**src/rtl/scrs_pkg.sv**
```systemverilog
// Shared types and constants for the SEI caption range scanner.
// No dependencies.
package scrs_pkg;

  localparam int unsigned MAX_UNIT_BYTES = 65536;
  localparam int unsigned OFF_W          = $clog2(MAX_UNIT_BYTES + 1);
  localparam int unsigned SIZE_W         = OFF_W + 1;
  localparam int unsigned CODE_W         = 16;
  localparam int unsigned REC_W          = 16;
  localparam int unsigned QUEUE_DEPTH    = 4;
  localparam int unsigned QUEUE_AW       = $clog2(QUEUE_DEPTH);

  localparam logic [7:0] BYTE_ESCAPE = 8'hFF;
  localparam logic [7:0] BYTE_EMUL   = 8'h03;
  localparam logic [7:0] BYTE_ESC_VAL = 8'd255;

  typedef struct packed {
    logic             has_range;
    logic             has_status;
    logic             ok;
    logic [REC_W-1:0] start;
    logic [REC_W-1:0] length;
  } scrs_event_t;

endpackage

```
**src/rtl/scrs_front.sv**
```systemverilog
// Front end: parses SEI bytes and classifies each into a range/status event.
// Depends on scrs_pkg.
module scrs_front (
  input  logic                         clk_i,
  input  logic                         rst_ni,
  input  logic                         accept_i,
  input  logic [7:0]                   data_byte_i,
  input  logic                         last_byte_i,
  input  logic [scrs_pkg::CODE_W-1:0]  caption_type_code_i,
  output logic                         push_o,
  output scrs_pkg::scrs_event_t        event_o
);

  typedef enum logic [2:0] {
    PH_NAL, PH_START, PH_TYPE, PH_SIZE, PH_PAYLOAD, PH_HALT
  } phase_e;

  phase_e                              phase_q, phase_d;
  logic [scrs_pkg::OFF_W-1:0]          offset_q, offset_d;
  logic [scrs_pkg::CODE_W-1:0]         type_q, type_d;
  logic [scrs_pkg::SIZE_W-1:0]         size_q, size_d;
  logic [scrs_pkg::OFF_W-1:0]          seen_q, seen_d;
  logic [15:0]                         recent_q, recent_d;
  logic [scrs_pkg::OFF_W-1:0]          mstart_q, mstart_d;
  logic                                ok_q, ok_d;

  logic                                complete;
  logic                                status_ok;
  logic [7:0]                          add_val;
  logic [scrs_pkg::CODE_W:0]           type_sum;
  logic [scrs_pkg::SIZE_W-1:0]         size_sum;
  logic [scrs_pkg::OFF_W-1:0]          msg_len;

  assign add_val  = (data_byte_i == scrs_pkg::BYTE_ESCAPE) ? scrs_pkg::BYTE_ESC_VAL
                                                           : data_byte_i;
  assign type_sum = {1'b0, type_q} + (scrs_pkg::CODE_W+1)'(add_val);
  assign size_sum = size_q + scrs_pkg::SIZE_W'(add_val);
  assign msg_len  = offset_q - mstart_q + scrs_pkg::OFF_W'(1);

  always_comb begin
    phase_d  = phase_q;
    offset_d = offset_q;
    type_d   = type_q;
    size_d   = size_q;
    seen_d   = seen_q;
    recent_d = recent_q;
    mstart_d = mstart_q;
    ok_d     = ok_q;
    complete = 1'b0;

    if (phase_q != PH_HALT && offset_q >= scrs_pkg::OFF_W'(scrs_pkg::MAX_UNIT_BYTES)) begin
      ok_d    = 1'b0;
      phase_d = PH_HALT;
    end

    case (phase_d)
      PH_NAL: begin
        phase_d = PH_START;
      end
      PH_START: begin
        if (!last_byte_i) begin
          mstart_d = offset_q;
          size_d   = '0;
          seen_d   = '0;
          type_d   = scrs_pkg::CODE_W'(add_val);
          phase_d  = (data_byte_i == scrs_pkg::BYTE_ESCAPE) ? PH_TYPE : PH_SIZE;
        end
      end
      PH_TYPE: begin
        type_d = type_sum[scrs_pkg::CODE_W] ? '1 : type_sum[scrs_pkg::CODE_W-1:0];
        if (data_byte_i != scrs_pkg::BYTE_ESCAPE) begin
          phase_d = PH_SIZE;
        end
      end
      PH_SIZE: begin
        size_d = size_sum;
        if (size_sum > scrs_pkg::SIZE_W'(scrs_pkg::MAX_UNIT_BYTES)) begin
          ok_d    = 1'b0;
          phase_d = PH_HALT;
        end else if (data_byte_i != scrs_pkg::BYTE_ESCAPE) begin
          phase_d = PH_PAYLOAD;
          if (size_sum == '0) begin
            complete = 1'b1;
          end
        end
      end
      PH_PAYLOAD: begin
        if (seen_q >= scrs_pkg::OFF_W'(2) && recent_q == 16'h0000 &&
            data_byte_i == scrs_pkg::BYTE_EMUL) begin
          size_d = size_q + scrs_pkg::SIZE_W'(1);
        end
        seen_d = seen_q + scrs_pkg::OFF_W'(1);
        if ({1'b0, seen_d} >= size_d) begin
          complete = 1'b1;
        end
      end
      default: ;
    endcase

    recent_d = {recent_q[7:0], data_byte_i};
    if (offset_q < scrs_pkg::OFF_W'(scrs_pkg::MAX_UNIT_BYTES)) begin
      offset_d = offset_q + scrs_pkg::OFF_W'(1);
    end

    event_o.has_range = complete && (type_d == caption_type_code_i);
    event_o.start     = mstart_d[scrs_pkg::REC_W-1:0];
    event_o.length    = msg_len[scrs_pkg::REC_W-1:0];
    if (complete) begin
      phase_d = PH_START;
    end

    status_ok          = ok_d && (phase_d == PH_START || phase_d == PH_NAL);
    event_o.has_status = last_byte_i;
    event_o.ok         = status_ok;

    if (last_byte_i) begin
      phase_d  = PH_NAL;
      offset_d = '0;
      type_d   = '0;
      size_d   = '0;
      seen_d   = '0;
      recent_d = '0;
      mstart_d = '0;
      ok_d     = 1'b1;
    end
  end

  assign push_o = accept_i && (event_o.has_range || event_o.has_status);

  always_ff @(posedge clk_i or negedge rst_ni) begin
    if (!rst_ni) begin
      phase_q  <= PH_NAL;
      offset_q <= '0;
      type_q   <= '0;
      size_q   <= '0;
      seen_q   <= '0;
      recent_q <= '0;
      mstart_q <= '0;
      ok_q     <= 1'b1;
    end else if (accept_i) begin
      phase_q  <= phase_d;
      offset_q <= offset_d;
      type_q   <= type_d;
      size_q   <= size_d;
      seen_q   <= seen_d;
      recent_q <= recent_d;
      mstart_q <= mstart_d;
      ok_q     <= ok_d;
    end
  end

endmodule

```
**src/rtl/scrs_queue.sv**
```systemverilog
// Small event FIFO between parser front end and record back end.
// Depends on scrs_pkg.
module scrs_queue (
  input  logic                  clk_i,
  input  logic                  rst_ni,
  input  logic                  push_i,
  input  scrs_pkg::scrs_event_t push_data_i,
  input  logic                  pop_i,
  output scrs_pkg::scrs_event_t pop_data_o,
  output logic                  full_o,
  output logic                  empty_o
);

  scrs_pkg::scrs_event_t             mem_q [scrs_pkg::QUEUE_DEPTH];
  logic [scrs_pkg::QUEUE_AW-1:0]     wr_ptr_q, rd_ptr_q;
  logic [scrs_pkg::QUEUE_AW:0]       count_q;
  logic                              do_push, do_pop;

  assign full_o     = count_q == (scrs_pkg::QUEUE_AW+1)'(scrs_pkg::QUEUE_DEPTH);
  assign empty_o    = count_q == '0;
  assign do_push    = push_i && !full_o;
  assign do_pop     = pop_i && !empty_o;
  assign pop_data_o = mem_q[rd_ptr_q];

  always_ff @(posedge clk_i) begin
    if (do_push) begin
      mem_q[wr_ptr_q] <= push_data_i;
    end
  end

  always_ff @(posedge clk_i or negedge rst_ni) begin
    if (!rst_ni) begin
      wr_ptr_q <= '0;
      rd_ptr_q <= '0;
      count_q  <= '0;
    end else begin
      if (do_push) begin
        wr_ptr_q <= wr_ptr_q + scrs_pkg::QUEUE_AW'(1);
      end
      if (do_pop) begin
        rd_ptr_q <= rd_ptr_q + scrs_pkg::QUEUE_AW'(1);
      end
      if (do_push && !do_pop) begin
        count_q <= count_q + (scrs_pkg::QUEUE_AW+1)'(1);
      end else if (do_pop && !do_push) begin
        count_q <= count_q - (scrs_pkg::QUEUE_AW+1)'(1);
      end
    end
  end

endmodule

```
**src/rtl/scrs_back.sv**
```systemverilog
// Back end: expands queued events into range and status records.
// Depends on scrs_pkg.
module scrs_back (
  input  logic                         clk_i,
  input  logic                         rst_ni,
  input  scrs_pkg::scrs_event_t        event_i,
  input  logic                         empty_i,
  output logic                         pop_o,
  output logic                         valid_o,
  input  logic                         ready_i,
  output logic                         is_status_o,
  output logic [scrs_pkg::REC_W-1:0]   range_start_o,
  output logic [scrs_pkg::REC_W-1:0]   range_length_o,
  output logic                         scan_valid_o,
  output logic                         final_record_o
);

  logic                        valid_q;
  logic                        pend_q;
  logic                        pend_ok_q;
  logic                        status_q;
  logic [scrs_pkg::REC_W-1:0]  start_q, length_q;
  logic                        scan_ok_q;
  logic                        can_load;

  assign can_load = !valid_q || ready_i;
  assign pop_o    = can_load && !pend_q && !empty_i;

  always_ff @(posedge clk_i or negedge rst_ni) begin
    if (!rst_ni) begin
      valid_q   <= 1'b0;
      pend_q    <= 1'b0;
      pend_ok_q <= 1'b0;
      status_q  <= 1'b0;
      start_q   <= '0;
      length_q  <= '0;
      scan_ok_q <= 1'b0;
    end else if (can_load) begin
      if (pend_q) begin
        valid_q   <= 1'b1;
        status_q  <= 1'b1;
        start_q   <= '0;
        length_q  <= '0;
        scan_ok_q <= pend_ok_q;
        pend_q    <= 1'b0;
      end else if (!empty_i) begin
        valid_q <= 1'b1;
        if (event_i.has_range) begin
          status_q  <= 1'b0;
          start_q   <= event_i.start;
          length_q  <= event_i.length;
          scan_ok_q <= 1'b0;
          pend_q    <= event_i.has_status;
          pend_ok_q <= event_i.ok;
        end else begin
          status_q  <= 1'b1;
          start_q   <= '0;
          length_q  <= '0;
          scan_ok_q <= event_i.ok;
        end
      end else begin
        valid_q <= 1'b0;
      end
    end
  end

  assign valid_o        = valid_q;
  assign is_status_o    = status_q;
  assign range_start_o  = start_q;
  assign range_length_o = length_q;
  assign scan_valid_o   = scan_ok_q;
  assign final_record_o = status_q;

endmodule

```
**src/rtl/sei_caption_range_scanner.sv**
```systemverilog
// Top level of the SEI caption range scanner: config register, front end,
// event queue and record back end. Depends on scrs_pkg, scrs_front,
// scrs_queue, scrs_back.
//
//  channel   | direction | handshake                   | payload
//  s_axis    | in        | s_axis_tvalid/s_axis_tready | tdata[7:0] byte, tlast end of unit
//  m_axis    | out       | m_axis_tvalid/m_axis_tready | tdata start/len/valid, tuser, tlast
//  cfg       | in        | cfg_we_i                    | cfg_wdata_i caption type code
//
// One byte per cycle in; the front end parses each accepted byte as it comes.
// Records leave one per cycle, while m_axis_tready is high, through a registered output;
// a byte that ends a caption message on the last byte yields one event that the back end
// expands into two records. Input stalls only when the 4-entry event queue is full.
// Reset (async, active low) clears the parser, queue and output; no sweep.
module sei_caption_range_scanner (
  input  logic        clk_i,
  input  logic        rst_ni,
  input  logic        s_axis_tvalid,
  output logic        s_axis_tready,
  input  logic [7:0]  s_axis_tdata,   // [7:0] data_byte
  input  logic        s_axis_tlast,
  output logic        m_axis_tvalid,
  input  logic        m_axis_tready,
  output logic [39:0] m_axis_tdata,   // [15:0] range_start, [31:16] range_length,
                                      // [32] scan_valid, [39:33] zero
  output logic        m_axis_tuser,   // [0] is_status
  output logic        m_axis_tlast,
  input  logic        cfg_we_i,
  input  logic [15:0] cfg_wdata_i
);

  logic [scrs_pkg::CODE_W-1:0]  caption_code_q;
  logic                         accept;
  logic                         push;
  logic                         pop;
  logic                         full;
  logic                         empty;
  scrs_pkg::scrs_event_t        push_event;
  scrs_pkg::scrs_event_t        pop_event;
  logic [scrs_pkg::REC_W-1:0]   range_start;
  logic [scrs_pkg::REC_W-1:0]   range_length;
  logic                         scan_valid;

  always_ff @(posedge clk_i or negedge rst_ni) begin
    if (!rst_ni) begin
      caption_code_q <= scrs_pkg::CODE_W'(4);
    end else if (cfg_we_i) begin
      caption_code_q <= cfg_wdata_i;
    end
  end

  assign s_axis_tready = !full;
  assign accept        = s_axis_tvalid && !full;

  scrs_front u_front (
    .clk_i               (clk_i),
    .rst_ni              (rst_ni),
    .accept_i            (accept),
    .data_byte_i         (s_axis_tdata),
    .last_byte_i         (s_axis_tlast),
    .caption_type_code_i (caption_code_q),
    .push_o              (push),
    .event_o             (push_event)
  );

  scrs_queue u_queue (
    .clk_i       (clk_i),
    .rst_ni      (rst_ni),
    .push_i      (push),
    .push_data_i (push_event),
    .pop_i       (pop),
    .pop_data_o  (pop_event),
    .full_o      (full),
    .empty_o     (empty)
  );

  scrs_back u_back (
    .clk_i          (clk_i),
    .rst_ni         (rst_ni),
    .event_i        (pop_event),
    .empty_i        (empty),
    .pop_o          (pop),
    .valid_o        (m_axis_tvalid),
    .ready_i        (m_axis_tready),
    .is_status_o    (m_axis_tuser),
    .range_start_o  (range_start),
    .range_length_o (range_length),
    .scan_valid_o   (scan_valid),
    .final_record_o (m_axis_tlast)
  );

  assign m_axis_tdata = {7'b0, scan_valid, range_length, range_start};

endmodule
```
**config.mk**
```make
export PLATFORM = sky130hd
export DESIGN_NAME = sei_caption_range_scanner
export DESIGN_NICKNAME = d
export VERILOG_FILES = /design/src/rtl/scrs_pkg.sv /design/src/rtl/scrs_front.sv /design/src/rtl/scrs_queue.sv /design/src/rtl/scrs_back.sv /design/src/rtl/sei_caption_range_scanner.sv
export SDC_FILE = /design/constraint.sdc
export NUM_CORES = 1
export LEC_CHECK = 0
export ABC_AREA = 0
export BUFFER_PORTS_ARGS = -buffer_cell sky130_fd_sc_hd__buf_2
export CAP_MARGIN = 20
export CORE_MARGIN = 8
export CORE_UTILIZATION = 40
export DETAILED_ROUTE_END_ITERATION = 12
export GPL_TIMING_DRIVEN = 0
export PLACE_DENSITY = 0.55
export SETUP_SLACK_MARGIN = 0.15
export SYNTH_ARGS = -nofsm -noshare
export SYNTH_HDL_FRONTEND = slang
export SYNTH_SLANG_ARGS = --single-unit
```
**constraint.sdc**
```tcl
create_clock -name clk_i -period 9.43 [get_ports clk_i]
set_input_delay 0.943 -clock clk_i [delete_from_list [all_inputs] [get_ports clk_i]]
set_output_delay 0.943 -clock clk_i [all_outputs]
set_load 0.005 [all_outputs]
```
==> summary.md <==
| Metric | Value |
|---|---|
| Final Skew | 0.0188 ns |
| Synth async-reset ratio | 0.539 |
| Slowest-stage cell, CP | nor3_1 |
| Total GRT Usage | 0.185 |
| Aggregate routed wire length | 44400 um |
| DRC | 0 |
| Row count | 74 |
| Yosys cell types | 85 |
| Crit end category | flip-flop |
| DP Area | 17700 um^2 |
| Drt first pass iters | 8 |
| Congestion Overflow GR | 0 |
| CTS H-tree depth | 2 |
| Vias per inst | 5.67 |
| Power per cell area | 249 nW/um^2 |
| Number of global-route vias before repair | 12400 |
| Setup crit start kind | input pin |
| Final setup fails | 0 |
| PortBufs | 65 |
| Post-synthesis register bit count | 304 |
| Gate Count Post-Synth | 1509 |
| Max transition margin | 0.356 |
| Postcts setup bufs | 0 |
| LEAKAGE | 7.48 nW |
| Die Ht | 220 um |
| Root Driver | clkbuf_16 |
| Commonest cells in the netlist | 162 x dfrtp_1, 145 x nand2_1, 140 x edfxtp_1 |
| Dominant synthesized flop cell | dfrtp_1 |
| Area Overhead vs Synth | 14.0% |
| Max-slew violations | 0 |
| Top-count cell post-synth | dfrtp_1 |
| Ports | 74 |
| Crit-path cells | buf_2 -> nor4_1 -> nand4_1 -> nor2_1 -> nand3_1 -> nor3_1 -> nand2_1 -> xor2_1 -> ha_1 -> nand4_1 -> a211o_1 -> a31oi_1 -> o31ai_1 -> a211oi_1 -> a21o_1 -> a21oi_2 -> nor2_1 -> ha_1 -> inv_1 -> fa_1 -> xor2_1 -> nor2_1 -> xor2_1 |
| Vias after detailed routing | 12400 |
| Synth top area share | 0.254 |
| Die area | 48200 um^2 |
| Antenna-violating nets left | 0 |
| Cell area after synthesis | 16600 um^2 |
| Ratio of final minimum period to clock period | 0.647 |
| Fmax | 164 MHz |
| Hold Crit Class | in -> async |
| Antenna diode count | 0 |
| Max IR drop VDD | 141 uV |
| Core Box Area | 40800 um^2 |
| Fin nets | 1731 |
| Synth area leaders | edfxtp_1 25%, dfrtp_1 24%, ha_1 5.4%, mux4_2 4.8%, nand2_1 3.3% |
| Reg clk slew, reported paths | 0.06 ns |
| Fin crit period | 6.10 ns |
| Largest area contributor in the netlist | edfxtp_1 |
| Storage cell area | 8310 um^2 |
| Post-synthesis sequential area ratio | 0.502 |
| Buf/Inv on CP | 2 |
| Clock Latency Late Sink | 0.54 ns |
| RSZ-0062 raised after global routing | false |
| Layout cell share with drive strength beyond 1 | 0.135 |
| Synth Warn # | 0 |
| Setup TNS | 0 ns |
| Status | finished clean |
| Area of the multi-input gates | 7690 um^2 |
| GPL Wtd Cong | 0.890 |
| WP data required | 9.88 ns |
| WHS | 0.347 ns |
| CTS max path bufs | 3 |
| Tightest Pin Transition | 0.958 ns |
| CTS resizes | 0 |
| Worst-path fanout max | 6 |
| Clock buffer count from CTS | 36 |
| Antenna violations before repair | 0 |
| Final Hold Viols | 0 |
| Mean Syn Cell Area | 11.0 um^2 |
| Max cap viols | 0 |
| CP delay by family, top | simple AND/OR/NAND/NOR gates |
| Critical Path AT | 6.55 ns |
| Clk sinks | 304 |
| Starting DRT DRC Count | 1025 |
| DR WL/cell | 20.3 um |
| Post-synth EDFFs | 140 |
| TritonCTS clock tree | built |
| Initial Util | 0.406 |
| First-pass GRT wire length | 70300 um |
| Largest net degree at the start of global routing | 110 |
| Fillers | 3808 |
| Cts hold-fix bufs | 0 |
| Placed wire-length estimate | 32200 um |
| Die X | 220 um |
| Final design utilization | 0.463 |
| Worst setup path class | in -> reg |
| Worst path max stage delay | 0.86 ns |
| Design Area, Final | 18900 um^2 |
[cells in the final DEF, fill, tap and decap left out, drive strengths merged, types with 14 or more instances in the layout]
master,netlist,final
nand3,42,42
nand2,145,145
a211oi,14,14
xnor2,39,39
nand4,15,15
xor2,32,32
nor4,16,16
nand3b,17,17
mux2,21,21
nand2b,15,15
o21ai,102,102
a22o,29,29
dfrtp,162,162
inv,54,56
a32o,34,34
ha,71,71
edfxtp,140,140
nor2,114,114
and3,25,25
a21oi,54,54
buf,29,101
clkbuf,65,114
o22ai,14,14
mux4,35,35
nor3,29,29
[stage by stage]
step                      std cells  total power [mW]  setup slack (ns)
after CTS                      2182              4.76              3.44
after global placement         2112              3.35              1.18
after floorplan                1515              2.85              3.51
final                          2184              4.71              3.33
after global routing           2184              4.97              2.85
after detailed placement       2118              3.40              2.89
[final cells by class]
class,instances,share of cell area
plain buffers,94,0.0222
clock buffers,48,0.0527
clock inverters,16,0.00742
inverters,54,0.0107
multi-input cells,1063,0.407
flip-flops and latches,304,0.440
well taps,532,0.0352
repair buffers,73,0.0249
[worst paths after layout]
check	cells after the start	endpoint	slack, ns	from
max	23	u_queue.count_q[2]	3.33	s_axis_tdata[5]
min	1	u_back.range_start_o[9]	0.35	rst_ni
max reg2reg	22	u_queue.count_q[2]	3.42	u_front.recent_q[3]
min reg2reg	2	u_front.recent_q[12]	0.47	u_front.recent_q[12]
max in group asynchronous	2	u_front.type_q[13]	8.09	rst_ni
min in group clk_i	2	u_front.recent_q[12]	0.47	u_front.recent_q[12]
[power by group]
group          total [mW]  internal [mW]  switching, mW
clock network        1.35          0.798          0.549
registers            1.78           1.67          0.108
logic                1.58          0.612          0.965
[kinds of logic (layout without fill, tap and decap cells)]
logic type	after synthesis	count (layout)	synth area share
AND/OR/NAND/NOR	475	475	0.141
AO/OA/AOI/OAI	372	372	0.158
flip-flops	304	304	0.502
buffers and inverters	148	285	0.0375
adder cells (fa/ha/maj)	75	75	0.0585
XOR/XNOR	71	71	0.0375
multiplexers	63	63	0.0661
other	1	7	0.000226
[routing by layer]
metal | up-vias | track usage | share of wire
met2 | 306 | 0.308 | 0.48
met5 | - | 0 | 0
met3 | 58 | 0.0262 | 0.051
li1 | 5896 | - | -
met1 | 6129 | 0.249 | 0.45
met4 | 0 | 0.0505 | 0.020
[flip-flops by register name (all words and copies together), names as in the netlist, 16 cells and up]
register / count
u_back.range_start_o: 16
caption_code_q: 16
u_front.offset_q: 17
u_back.range_length_o: 16
u_front.size_q: 18
u_front.mstart_q: 16
u_front.recent_q: 16
u_queue.mem_q: 140
u_front.type_q: 16
u_front.seen_q: 17
Note: power is estimated with default switching activity, not from simulation.
